<file path="config.mk">
export PLATFORM = sky130hd
export DESIGN_NAME = block_pool_allocator_flat
export DESIGN_NICKNAME = d
export VERILOG_FILES = /design/src/sv/bpa_pkg.sv /design/src/sv/bpa_if.sv /design/src/sv/bpa_table.sv /design/src/sv/block_pool_allocator.sv /design/src/flat_wrapper.sv
export SDC_FILE = /design/constraint.sdc
export NUM_CORES = 2
export LEC_CHECK = 0
export BUFFER_PORTS_ARGS = -buffer_cell sky130_fd_sc_hd__clkbuf_2
export CAP_MARGIN = 15
export CORE_ASPECT_RATIO = 1.2
export CORE_UTILIZATION = 41
export DETAILED_ROUTE_END_ITERATION = 8
export SYNTH_ARGS = -nofsm -noshare
export SYNTH_HDL_FRONTEND = slang
export SYNTH_SLANG_ARGS = --single-unit
</file>
<file path="constraint.sdc">
create_clock -name i_clk -period 13.5 [get_ports i_clk]
set_input_delay 2.025 -clock i_clk [delete_from_list [all_inputs] [get_ports i_clk]]
set_output_delay 2.025 -clock i_clk [all_outputs]
set_load 0.005 [all_outputs]
</file>
<file path="src/sv/bpa_pkg.sv">
// shared widths, codes and result type of the block pool allocator
`default_nettype none

package bpa_pkg;

    localparam int SIZE_W    = 32;
    localparam int IDX_W     = 6;
    localparam int OFS_OUT_W = 28;
    localparam int ALIGN_W   = 5;
    localparam int STAT_W    = 2;
    localparam int CAP_W     = SIZE_W + 1;

    localparam logic [ALIGN_W-1:0] ALIGN_RESET = 5'd8;

    localparam logic OP_ALLOC = 1'b0;
    localparam logic OP_FREE  = 1'b1;

    localparam logic [STAT_W-1:0] ST_REUSE   = 2'd0;
    localparam logic [STAT_W-1:0] ST_NEW     = 2'd1;
    localparam logic [STAT_W-1:0] ST_NO_ROOM = 2'd2;
    localparam logic [STAT_W-1:0] ST_FREED   = 2'd3;

    typedef struct packed {
        logic [STAT_W-1:0]    status;
        logic [IDX_W-1:0]     block_number;
        logic [OFS_OUT_W-1:0] block_offset;
        logic                 bad_index;
    } t_result;

endpackage

`default_nettype wire

</file>
<file path="src/sv/bpa_if.sv">
// handshake channels of the block pool allocator
`default_nettype none

interface bpa_req_if import bpa_pkg::*; ();
    logic               valid;
    logic               ready;
    logic               operation;
    logic [SIZE_W-1:0]  request_size;
    logic [IDX_W-1:0]   free_index;

    modport source (output valid, operation, request_size, free_index, input ready);
    modport sink   (input valid, operation, request_size, free_index, output ready);
endinterface

interface bpa_rsp_if import bpa_pkg::*; ();
    logic                 valid;
    logic                 ready;
    logic [STAT_W-1:0]    status;
    logic [IDX_W-1:0]     block_number;
    logic [OFS_OUT_W-1:0] block_offset;
    logic                 bad_index;

    modport source (output valid, status, block_number, block_offset, bad_index,
                    input ready);
    modport sink   (input valid, status, block_number, block_offset, bad_index,
                    output ready);
endinterface

interface bpa_cfg_if import bpa_pkg::*; ();
    logic               valid;
    logic               ready;
    logic [ALIGN_W-1:0] alignment_log2;

    modport source (output valid, alignment_log2, input ready);
    modport sink   (input valid, alignment_log2, output ready);
endinterface

`default_nettype wire

</file>
<file path="src/sv/bpa_table.sv">
// block table memory: one write port, one registered read port
`default_nettype none

module bpa_table #(
    parameter int WIDTH = 57,
    parameter int DEPTH = 64
) (
    input  wire logic                     i_clk,
    input  wire logic                     i_we,
    input  wire logic [$clog2(DEPTH)-1:0] i_waddr,
    input  wire logic [WIDTH-1:0]         i_wdata,
    input  wire logic                     i_re,
    input  wire logic [$clog2(DEPTH)-1:0] i_raddr,
    output logic      [WIDTH-1:0]         o_rdata
);

    logic [WIDTH-1:0] r_mem [DEPTH];

    always_ff @(posedge i_clk) begin
        if (i_we) begin
            r_mem[i_waddr] <= i_wdata;
        end
    end

    always_ff @(posedge i_clk) begin
        if (i_re) begin
            o_rdata <= r_mem[i_raddr];
        end
    end

endmodule

`default_nettype wire

</file>
<file path="src/sv/block_pool_allocator.sv">
// block pool allocator top level: sequencer, freed mask and result register
//
//  channel   dir  payload                                            transaction
//  i_req     in   operation, request_size, free_index                valid & ready
//  o_rsp     out  status, block_number, block_offset, bad_index      valid & ready
//  i_cfg     in   alignment_log2                                     valid & ready
//
// allocate: table scan, one entry read per cycle over the allocated entries, then a new-block
//   check if no freed entry fits; a free reads its entry as the transaction is taken
// the single read port of the table memory sets the scan length
// next transaction is taken the cycle after a result loads, even while it waits in o_rsp
// a stalled o_rsp holds the next finished result in the done state
// reset clears block count, pool end and freed mask and sets alignment_log2 to 8; no clearing pass
`default_nettype none

module block_pool_allocator
    import bpa_pkg::*;
#(
    parameter int POOL_BYTES = 268435456,
    parameter int MAX_BLOCKS = 64
) (
    input  wire logic i_clk,
    input  wire logic i_rst_n,
    bpa_req_if.sink   i_req,
    bpa_rsp_if.source o_rsp,
    bpa_cfg_if.sink   i_cfg
);

    localparam int AW    = $clog2(MAX_BLOCKS);
    localparam int CW    = $clog2(MAX_BLOCKS + 1);
    localparam int OFS_W = $clog2(POOL_BYTES);
    localparam int END_W = $clog2(POOL_BYTES + 1);
    localparam int ENT_W = OFS_W + END_W;
    localparam int SUM_W = CAP_W + 1;

    localparam logic [2:0] S_IDLE  = 3'd0;
    localparam logic [2:0] S_SCAN  = 3'd1;
    localparam logic [2:0] S_CHECK = 3'd2;
    localparam logic [2:0] S_FREE  = 3'd3;
    localparam logic [2:0] S_DONE  = 3'd4;

    logic [2:0]            r_state, n_state;
    logic [ALIGN_W-1:0]    r_align, n_align;
    logic [CW-1:0]         r_count, n_count;
    logic [END_W-1:0]      r_pool_end, n_pool_end;
    logic [MAX_BLOCKS-1:0] r_freed, n_freed;
    logic [CW-1:0]         r_addr, n_addr;
    logic [AW-1:0]         r_raddr, n_raddr;
    logic                  r_rvld, n_rvld;
    logic [SIZE_W-1:0]     r_size, n_size;
    logic [IDX_W-1:0]      r_index, n_index;
    logic [CAP_W-1:0]      r_cap, n_cap;
    t_result               r_res, n_res;
    t_result               r_out, n_out;
    logic                  r_ovld, n_ovld;

    logic                  req_fire;
    logic                  out_free;
    logic                  issue;
    logic                  hit;
    logic                  bad;
    logic                  no_room;
    logic [CAP_W-1:0]      align_mask;
    logic [CAP_W-1:0]      size_sum;
    logic [SUM_W-1:0]      end_sum;
    logic                  mem_we;
    logic                  mem_re;
    logic [AW-1:0]         mem_raddr;
    logic [ENT_W-1:0]      mem_wdata;
    logic [ENT_W-1:0]      mem_rdata;
    logic [OFS_W-1:0]      ent_ofs;
    logic [END_W-1:0]      ent_cap;

    bpa_table #(
        .WIDTH (ENT_W),
        .DEPTH (MAX_BLOCKS)
    ) u_table (
        .i_clk   (i_clk),
        .i_we    (mem_we),
        .i_waddr (r_count[AW-1:0]),
        .i_wdata (mem_wdata),
        .i_re    (mem_re),
        .i_raddr (mem_raddr),
        .o_rdata (mem_rdata)
    );

    assign i_req.ready = (r_state == S_IDLE);
    assign i_cfg.ready = 1'b1;
    assign req_fire    = i_req.valid && i_req.ready;
    assign out_free    = !r_ovld || o_rsp.ready;

    assign o_rsp.valid        = r_ovld;
    assign o_rsp.status       = r_out.status;
    assign o_rsp.block_number = r_out.block_number;
    assign o_rsp.block_offset = r_out.block_offset;
    assign o_rsp.bad_index    = r_out.bad_index;

    assign {ent_ofs, ent_cap} = mem_rdata;

    // round the request up to the alignment
    assign align_mask = (CAP_W'(1) << r_align) - CAP_W'(1);
    assign size_sum   = CAP_W'(r_size) + align_mask;
    assign end_sum    = SUM_W'(r_pool_end) + SUM_W'(r_cap);

    assign issue   = (r_state == S_SCAN) && (r_addr < r_count);
    assign hit     = r_rvld && r_freed[r_raddr] && (CAP_W'(ent_cap) >= CAP_W'(r_size));
    assign bad     = (7'(r_index) >= 7'(r_count));
    assign no_room = (r_count >= CW'(MAX_BLOCKS))
                  || (r_pool_end >= END_W'(POOL_BYTES))
                  || (end_sum > SUM_W'(POOL_BYTES));

    assign mem_we    = (r_state == S_CHECK) && !no_room;
    assign mem_wdata = {r_pool_end[OFS_W-1:0], r_cap[END_W-1:0]};
    assign mem_re    = (req_fire && (i_req.operation == OP_FREE)) || issue;
    assign mem_raddr = (r_state == S_SCAN) ? r_addr[AW-1:0] : i_req.free_index[AW-1:0];

    always_comb begin
        n_state    = r_state;
        n_align    = r_align;
        n_count    = r_count;
        n_pool_end = r_pool_end;
        n_freed    = r_freed;
        n_addr     = r_addr;
        n_raddr    = r_raddr;
        n_rvld     = 1'b0;
        n_size     = r_size;
        n_index    = r_index;
        n_cap      = r_cap;
        n_res      = r_res;
        n_out      = r_out;
        n_ovld     = r_ovld && !o_rsp.ready;

        if (i_cfg.valid && i_cfg.ready) begin
            n_align = i_cfg.alignment_log2;
        end

        unique case (r_state)
            S_IDLE: begin
                if (req_fire) begin
                    n_size  = i_req.request_size;
                    n_index = i_req.free_index;
                    n_addr  = '0;
                    n_state = (i_req.operation == OP_FREE) ? S_FREE : S_SCAN;
                end
            end
            S_SCAN: begin
                n_cap = size_sum & ~align_mask;
                if (issue) begin
                    n_raddr = r_addr[AW-1:0];
                    n_rvld  = 1'b1;
                    n_addr  = r_addr + CW'(1);
                end
                if (hit) begin
                    n_freed[r_raddr]    = 1'b0;
                    n_res.status        = ST_REUSE;
                    n_res.block_number  = IDX_W'(r_raddr);
                    n_res.block_offset  = OFS_OUT_W'(ent_ofs);
                    n_res.bad_index     = 1'b0;
                    n_state             = S_DONE;
                end else if (!r_rvld && !issue) begin
                    n_state = S_CHECK;
                end
            end
            S_CHECK: begin
                if (no_room) begin
                    n_res.status       = ST_NO_ROOM;
                    n_res.block_number = '0;
                    n_res.block_offset = '0;
                end else begin
                    n_res.status       = ST_NEW;
                    n_res.block_number = IDX_W'(r_count);
                    n_res.block_offset = OFS_OUT_W'(r_pool_end[OFS_W-1:0]);
                    n_pool_end         = END_W'(end_sum);
                    n_count            = r_count + CW'(1);
                end
                n_res.bad_index = 1'b0;
                n_state         = S_DONE;
            end
            S_FREE: begin
                n_res.status = ST_FREED;
                if (bad) begin
                    n_res.block_number = '0;
                    n_res.block_offset = '0;
                    n_res.bad_index    = 1'b1;
                end else begin
                    n_freed[r_index[AW-1:0]] = 1'b1;
                    n_res.block_number       = r_index;
                    n_res.block_offset       = OFS_OUT_W'(ent_ofs);
                    n_res.bad_index          = 1'b0;
                end
                n_state = S_DONE;
            end
            S_DONE: begin
                if (out_free) begin
                    n_out   = r_res;
                    n_ovld  = 1'b1;
                    n_state = S_IDLE;
                end
            end
            default: begin
                n_state = S_IDLE;
            end
        endcase
    end

    always_ff @(posedge i_clk) begin
        if (!i_rst_n) begin
            r_state    <= S_IDLE;
            r_align    <= ALIGN_RESET;
            r_count    <= '0;
            r_pool_end <= '0;
            r_freed    <= '0;
            r_rvld     <= 1'b0;
            r_ovld     <= 1'b0;
        end else begin
            r_state    <= n_state;
            r_align    <= n_align;
            r_count    <= n_count;
            r_pool_end <= n_pool_end;
            r_freed    <= n_freed;
            r_rvld     <= n_rvld;
            r_ovld     <= n_ovld;
        end
    end

    always_ff @(posedge i_clk) begin
        r_addr  <= n_addr;
        r_raddr <= n_raddr;
        r_size  <= n_size;
        r_index <= n_index;
        r_cap   <= n_cap;
        r_res   <= n_res;
        r_out   <= n_out;
    end

`ifndef SYNTHESIS
    a_count_bound: assert property (@(posedge i_clk) disable iff (!i_rst_n)
        r_count <= CW'(MAX_BLOCKS))
        else $error("block count above table depth");

    a_end_bound: assert property (@(posedge i_clk) disable iff (!i_rst_n)
        r_pool_end <= END_W'(POOL_BYTES))
        else $error("pool end beyond pool size");

    a_freed_alloc: assert property (@(posedge i_clk) disable iff (!i_rst_n)
        (r_freed >> r_count) == '0)
        else $error("freed bit set for a block never allocated");

    a_end_grows: assert property (@(posedge i_clk) disable iff (!i_rst_n)
        i_rst_n |=> r_pool_end >= $past(r_pool_end))
        else $error("pool end moved backward");

    a_bad_result: assert property (@(posedge i_clk) disable iff (!i_rst_n)
        (o_rsp.valid && o_rsp.bad_index) |-> (o_rsp.status == ST_FREED
            && o_rsp.block_number == '0 && o_rsp.block_offset == '0))
        else $error("bad index result carries block data");
`endif

endmodule

`default_nettype wire
</file>
<file path="src/flat_wrapper.sv">
// flat-port wrapper written by rule: the top's interface ports become plain ports
module block_pool_allocator_flat import bpa_pkg::*;
#(
    parameter int POOL_BYTES = 268435456,
    parameter int MAX_BLOCKS = 64
)
  (i_clk, i_rst_n, i_req_valid, i_req_operation, i_req_request_size, i_req_free_index, i_req_ready, o_rsp_valid, o_rsp_status, o_rsp_block_number, o_rsp_block_offset, o_rsp_bad_index, o_rsp_ready, i_cfg_valid, i_cfg_alignment_log2, i_cfg_ready);
  bpa_req_if i_req_i ();
  bpa_rsp_if o_rsp_i ();
  bpa_cfg_if i_cfg_i ();
  input  wire logic i_clk;
  input  wire logic i_rst_n;
  input wire logic [$bits(i_req_i.valid)-1:0] i_req_valid;
  input wire logic [$bits(i_req_i.operation)-1:0] i_req_operation;
  input wire logic [$bits(i_req_i.request_size)-1:0] i_req_request_size;
  input wire logic [$bits(i_req_i.free_index)-1:0] i_req_free_index;
  output wire logic [$bits(i_req_i.ready)-1:0] i_req_ready;
  output wire logic [$bits(o_rsp_i.valid)-1:0] o_rsp_valid;
  output wire logic [$bits(o_rsp_i.status)-1:0] o_rsp_status;
  output wire logic [$bits(o_rsp_i.block_number)-1:0] o_rsp_block_number;
  output wire logic [$bits(o_rsp_i.block_offset)-1:0] o_rsp_block_offset;
  output wire logic [$bits(o_rsp_i.bad_index)-1:0] o_rsp_bad_index;
  input wire logic [$bits(o_rsp_i.ready)-1:0] o_rsp_ready;
  input wire logic [$bits(i_cfg_i.valid)-1:0] i_cfg_valid;
  input wire logic [$bits(i_cfg_i.alignment_log2)-1:0] i_cfg_alignment_log2;
  output wire logic [$bits(i_cfg_i.ready)-1:0] i_cfg_ready;
  assign i_req_i.valid = i_req_valid;
  assign i_req_i.operation = i_req_operation;
  assign i_req_i.request_size = i_req_request_size;
  assign i_req_i.free_index = i_req_free_index;
  assign i_req_ready = i_req_i.ready;
  assign o_rsp_valid = o_rsp_i.valid;
  assign o_rsp_status = o_rsp_i.status;
  assign o_rsp_block_number = o_rsp_i.block_number;
  assign o_rsp_block_offset = o_rsp_i.block_offset;
  assign o_rsp_bad_index = o_rsp_i.bad_index;
  assign o_rsp_i.ready = o_rsp_ready;
  assign i_cfg_i.valid = i_cfg_valid;
  assign i_cfg_i.alignment_log2 = i_cfg_alignment_log2;
  assign i_cfg_ready = i_cfg_i.ready;
  block_pool_allocator #(.POOL_BYTES(POOL_BYTES), .MAX_BLOCKS(MAX_BLOCKS)) u_core (.i_clk(i_clk), .i_rst_n(i_rst_n), .i_req(i_req_i), .o_rsp(o_rsp_i), .i_cfg(i_cfg_i));
endmodule
</file>
---- Yosys cells after proc, flatten, opt, wreduce, memory -nomap -nowiden ----
Memory sizes are Yosys's and may differ from the RTL's. A register that Yosys moved wholly into a read port is not among the register bits.
Cells that the tools add are included.
operators by class
  reduce and logical (&&, ||, !) cells .... 33
  multiplexer cells ....................... 28
  equality and inequality tests ........... 10
  shifts and indexed selects .............. 1
  add/sub/neg operators ................... 5
  bitwise gates (word level) .............. 6
  order comparisons ....................... 10
operators by type and width
  operator                                                           count
  two-way mux 64 bit                                                 2
  one-hot mux 64 bit (2 select lines)                                1
  one-hot mux 37 bit (3 select lines)                                1
  bitwise AND 64 bit                                                 1
  NOT 64 bit                                                         1
  OR 64 bit                                                          1
  two-way mux 37 bit                                                 1
  two-way mux 36 bit                                                 1
  two-way mux 35 bit                                                 1
  adder 29 x 33 -> 34 bit                                            1
  > comparator 34 x 29 -> 1 bit, second input constant               1
  adder 32 x 33 -> 33 bit                                            1
  bitwise AND 33 bit                                                 1
  NOT 33 bit                                                         1
  << shifter 1 x 5 -> 33 bit, first input constant                   1
  subtractor 33 x 2 -> 33 bit, second input constant                 1
  greater-or-equal comparator 29 x 32 -> 1 bit                       1
  greater-or-equal comparator 29 bit, second input constant          1
  adder 7 x 1 -> 7 bit, second input constant                        2
  < comparator 6 x 7 -> 1 bit, second input constant                 2
  two-way mux 7 bit                                                  2
  one-hot mux 7 bit (2 select lines)                                 1
  demux 1 bit (select 6 bit)                                         2
  greater-or-equal comparator 6 x 1 -> 1 bit, second input constant  2
  25 further kinds                                                   63
storage, ports and cells
  logic and storage cells ................. 114
  input port bits ......................... 49
  output and inout port bits .............. 40
  memories kept ........................... 1
  register bits after elaboration ......... 268
  RAM bits ................................ 3,648
memory list
  name                  words  width  rd ports  clocked after Yosys merged registers in  write ports  RTL line         source
  u_core.u_table.r_mem  64     57     1         1                                        1            bpa_table.sv:17  logic [WIDTH-1:0] r_mem [DEPTH];

---- Logic depth before layout (Yosys ltp) ----
  word-level depth ........................ 8
  gate-level depth with buffers ........... 21
  gate-level depth less buffers ........... 18

---- Hierarchy ----
A second synthesis with hierarchy kept.
unflattened totals
  cell total of the unflattened synthesis .. 7,262
  area total of the unflattened synthesis .. 155,283.9 um2
modules (own cells, without submodules)
  module                area each (um2)  sequential area each (um2)  cells an instance  times used
  bpa_table             140,095.6        111,256.7                   5,760              1
  block_pool_allocator  15,188.3         6,946.7                     1,502              1

---- Worst setup path after synthesis ----
Ideal clock, no wire load.
  kind .................................... register -> register
  start ................................... register u_core.r_pool_end[0]
  end ..................................... memory u_core.u_table.r_mem[39][0], enable pin
  arrival time ............................ 9.580 ns
  stages on the path, launching flop included .. 16
  setup time .............................. 0.614 ns
  path buffers ............................ 2
  data required time ...................... 12.886 ns
  period minus slack after synthesis ...... 10.194 ns
  slack ................................... 3.306 ns
  cell sequence ........................... dfxtp_1 -> ha_1 -> inv_1 -> fa_1 -> nor2b_1 -> o2111ai_1 -> and3_1 -> o21a_1 -> xnor2_1 -> a2111o_1 -> nor4_2 -> nand4b_2 -> a21o_1 -> buf_2 -> buf_6 -> nor4_1
on the way
  word-level cells in the longest chain between the ends .. 7
  elaborated cells between the ends (all ways) .. 9
  those cells by class .................... add/sub (1); order compare (2); mux (2); reduce/logical (4)
ends and longest elaborated chain
  what                                                                                  RTL line                                                  source
  start: declaration                                                                    block_pool_allocator.sv:45                                logic [END_W-1:0] r_pool_end, n_pool_end;
  start signal: assignment                                                              block_pool_allocator.sv:219                               r_pool_end <= n_pool_end;
  adder 29 x 33 -> 34 bit / greater-or-equal comparator 29 bit (equally long branches)  block_pool_allocator.sv:103, block_pool_allocator.sv:109
  > comparator 34 x 29 -> 1 bit / logical OR 1 bit (equally long branches)              block_pool_allocator.sv:110, block_pool_allocator.sv:109
  logical OR 1 bit (*)                                                                  block_pool_allocator.sv:110                               || (end_sum > SUM_W'(POOL_BYTES));
  logical NOT 1 bit (*)                                                                 block_pool_allocator.sv:112                               assign mem_we = (r_state == S_CHECK) && !no_room;
  logical AND 1 bit (*)                                                                 block_pool_allocator.sv:112
  two-way mux 1 bit (*)                                                                 bpa_table.sv:20                                           if (i_we) begin
  two-way mux 1 bit (implied by the code) (*)                                           bpa_table.sv:21                                           r_mem[i_waddr] <= i_wdata;
  end: declaration                                                                      bpa_table.sv:17
Mark *: on every way between the ends. The rest lies on a longest branch, timed or not.

---- Worst setup path in the final report ----
  start ................................... register u_core.r_pool_end[0]
  end ..................................... memory u_core.u_table.r_mem[44][14], enable pin
Same word-level chain as after synthesis.

==> flow_summary.yaml <==
status:
  outcome: "finished, final reports clean"
final_layout:
  seq_area_um2: 118000
  multi_input_area_um2: 37200
  drive_gt1_share_pct: 22.3
  fin_area_um2: 177000
  nFillCells: 31400
  area.growth.synth_to_final_pct: 12.4
  finalNetCount: 8450
setup_path:
  worstPathMaxFanout: 67
  critical_path_buf_inv_count: 4
  max_stage_delay_ps: 1100
  critPathSlowestCell: "dfxtp_2"
  cp_data_required_time_ps: 14020
  ff2ff_setup_slack_ps: 6480
  crit_type: "flop to flop"
  crit_chain: "ha_1 > inv_1 > fa_1 > nor2b_1 > o2111ai_1 > and3_1 > o21a_1 > xnor2_1 > a2111o_1 > nor4_2 > nand4b_2 > a21o_2 > buf_4 > nor4_2 > buf_4 > buf_4"
  start_kind: "flop"
  cpMostUsedCell: "buf_4"
  endpoint_kind: "flop"
  worstPathArrival_ps: 7540
  crit_family: "buffers and inverters"
clocking:
  clk_path_buf_depth: 4
  hold_buffers: 0
  cts_made_buffers: 368
  postCtsSetupRepairBufs: 0
  clkLatencyLatePin_ps: 920
  root_buffer: "clkbuf_16"
  h-tree-depth: 5
  path_clk_slew_ps: 70
  cts_tree: "done"
  ctsResizeCount: 0
  cts_sinks: 3973
synthesis:
  ys_seq_area_share_pct: 75.2
  synth_top_area_share_pct: 73.8
  netlist_top_cells_area: "edfxtp_1, mux4_2, a211oi_1"
  netlist_area_um2: 157000
  synth_edf_count: 3863
  avgSynthCellArea_um2: 19.5
  synth_cell_types: 78
  synth-warning-count: 0
  async_flop_share_pct: 0
  ys_seq_elements: 3973
  synth_flop_cell: "edfxtp_1"
  synthesis.instances: 8047
  synth_area_leader_cell: "edfxtp_1"
  syn-num-nets: 8205
pwr:
  power.switching_mw: 6.24
  total_leakage_power_nw: 52.5
  intPower_mw: 20.4
  power_density_nw_per_um2: 151
  combPwrFrac_pct: 9.4
  swShare_pct: 23.4
  power.share.clock_pct: 39.1
  p_seq_share_pct: 51.5
  ir_drop_v: 0.000113
sta:
  max_freq_mhz: 142
  rsz0062_at_grt: "no"
  finalMaxSlewViolations: 0
  hold_violations: 0
  period_share_pct: 52.0
  fin_setup_tns_ps: 0
  worst_hold_slack_ps: 416
  clock-skew-final_ps: 49.1
  setup_violations: 0
  slew_headroom_pct: 13.4
  min_period_ps: 7020
  tightestPinTransition_ps: 1290
global_route:
  grt_pass1_wl_um: 615000
  grt_overflow: 0
  antenna_found_initial: 23
  grt_util_all_layers_pct: 22.1
  grt_pass1_vias: 83122
  grt_max_degree: 124
die:
  coreArea_um2: 381000
  fp-row-count: 248
  dieArea_um2: 386000
  ioPinCount: 89
  die_h_um: 680
  start_util_pct: 41.3
  die_w_um: 567
job:
  maxCapViolations: 0
drt:
  highest_layer: "met5"
  wl_met3_um: 34900
  routed_wl_um: 434000
  drc_errors: 0
  ant_nets: 0
  wl_per_cell_um: 31.9
  wl_met2_um: 216000
  m1WireLength_um: 172000
  vias: 82514
  routed_via_density: 6.07
  firstDrtPassIters: 7
  dr.first_iter.drc_count: 10050
placed_design:
  dp_hpwl_um: 232000
  place_area_um2: 165000
  place.gp.congestion: 0.884
  io_buffers: 87
worst_hold_path:
  min-delay-path-class: "flop to flop"
## state kept, by name, indices dropped and copies added, names as in the netlist, 7 cells and up
| name | flops |
|---|---|
| u_core.r_size | 32 |
| u_core.r_addr | 7 |
| u_core.r_freed | 64 |
| u_core.r_count | 7 |
| u_core.r_cap | 33 |
| u_core.u_table.r_mem | 3648 |
| u_core.r_res | 37 |
| u_core.r_pool_end | 29 |
| u_core.u_table.o_rdata | 57 |
| u_core.o_rsp.block_offset | 28 |
## synthesized netlist by cell type (20+ instances only)
cell type	instances
a211oi_1	301
a311oi_1	117
a21o_1	57
a21oi_1	239
o21ai_0	94
edfxtp_1	3863
o21ai_1	29
nor3_1	24
nand2b_1	20
inv_1	67
and2_1	242
buf_1	42
xnor2_1	26
mux2i_1	55
a31oi_1	125
clkbuf_1	338
nand3_1	39
nor2_1	194
mux4_2	922
nand2_1	599
a22o_1	38
buf_2	98
nor4_1	69
dfxtp_1	110
ha_1	107
## routing by layer
metal,GRT usage [%],vias to the layer above
met4,5.93,2
met2,37.6,3858
met1,29.7,44342
met3,3.50,689
met5,0,-
li1,-,33623
## power groups by stage
stage | logic, mW | registers [mW] | clock network [mW]
after floorplan | 1.54 | 14.0 | 0
after global placement | 2.49 | 14.0 | 0
after detailed placement | 2.51 | 14.0 | 0
after CTS | 2.52 | 13.7 | 10.6
after global routing | 2.68 | 13.7 | 11.0
final | 2.52 | 13.7 | 10.4
## metrics by stage
step           power, mW  instances  worst slack, ps  util, %
6_report            26.7      13588             6480     46.4
5_1_grt             27.4      13581             6170     46.4
4_1_cts             26.8      13574             6540     46.4
3_5_place_dp        16.5      12916             6320     43.2
3_3_place_gp        16.5      12914             6310     43.2
2_1_floorplan       15.6       8047             3310        -
## cells in the final DEF (no fill, tap or decap), types with 85 or more instances in the layout
cell type and n:
a211oi_1 300, a21oi_1 239, a311oi_1 117, a31oi_1 125, and2_1 239, buf_4 255, clkbuf_16 379, clkbuf_2 86
clkinv_1 85, edfxtp_1 3863, ha_1 107, mux4_2 922, nand2_1 599, nor2_1 194, o21ai_0 94
## area by class of cell
| cell class | count | area share (%) |
|---|---|---|
| sequential | 3973 | 67.0 |
| multi-input combinational | 3517 | 21.1 |
| clock buffer | 455 | 5.54 |
| tap | 5000 | 3.54 |
| timing repair buffer | 364 | 1.57 |
| clock inverter | 203 | 1.16 |
| inverter | 68 | 0.145 |
| antenna | 8 | 0.0113 |
## worst paths after layout
kind,from,endpoint,depth (start not counted)
worst max-delay path,u_core.r_pool_end[0]$_SDFFE_PN0P_,u_core.u_table.r_mem[44][14]$_DFFE_PP_,16
worst min-delay path,u_core.r_res[19]$_DFFE_PP_,u_core.o_rsp.block_offset[18]$_DFFE_PP_,0
worst max register to register,u_core.r_pool_end[0]$_SDFFE_PN0P_,u_core.u_table.r_mem[44][14]$_DFFE_PP_,16
worst min register to register,u_core.r_res[19]$_DFFE_PP_,u_core.o_rsp.block_offset[18]$_DFFE_PP_,0
## kinds of logic after synthesis
| family | Yosys count | share of synthesized area, % |
|---|---|---|
| AO/OA/AOI/OAI | 1104 | 4.78 |
| XOR/XNOR | 45 | 0.251 |
| adder cells (fa/ha/maj) | 109 | 0.877 |
| buffers and inverters | 557 | 1.46 |
| flip-flops | 3973 | 75.2 |
| multiplexers | 984 | 13.6 |
| other | 2 | 0.00478 |
| AND/OR/NAND/NOR | 1273 | 3.80 |
Note: power is estimated with default switching activity, not from simulation.
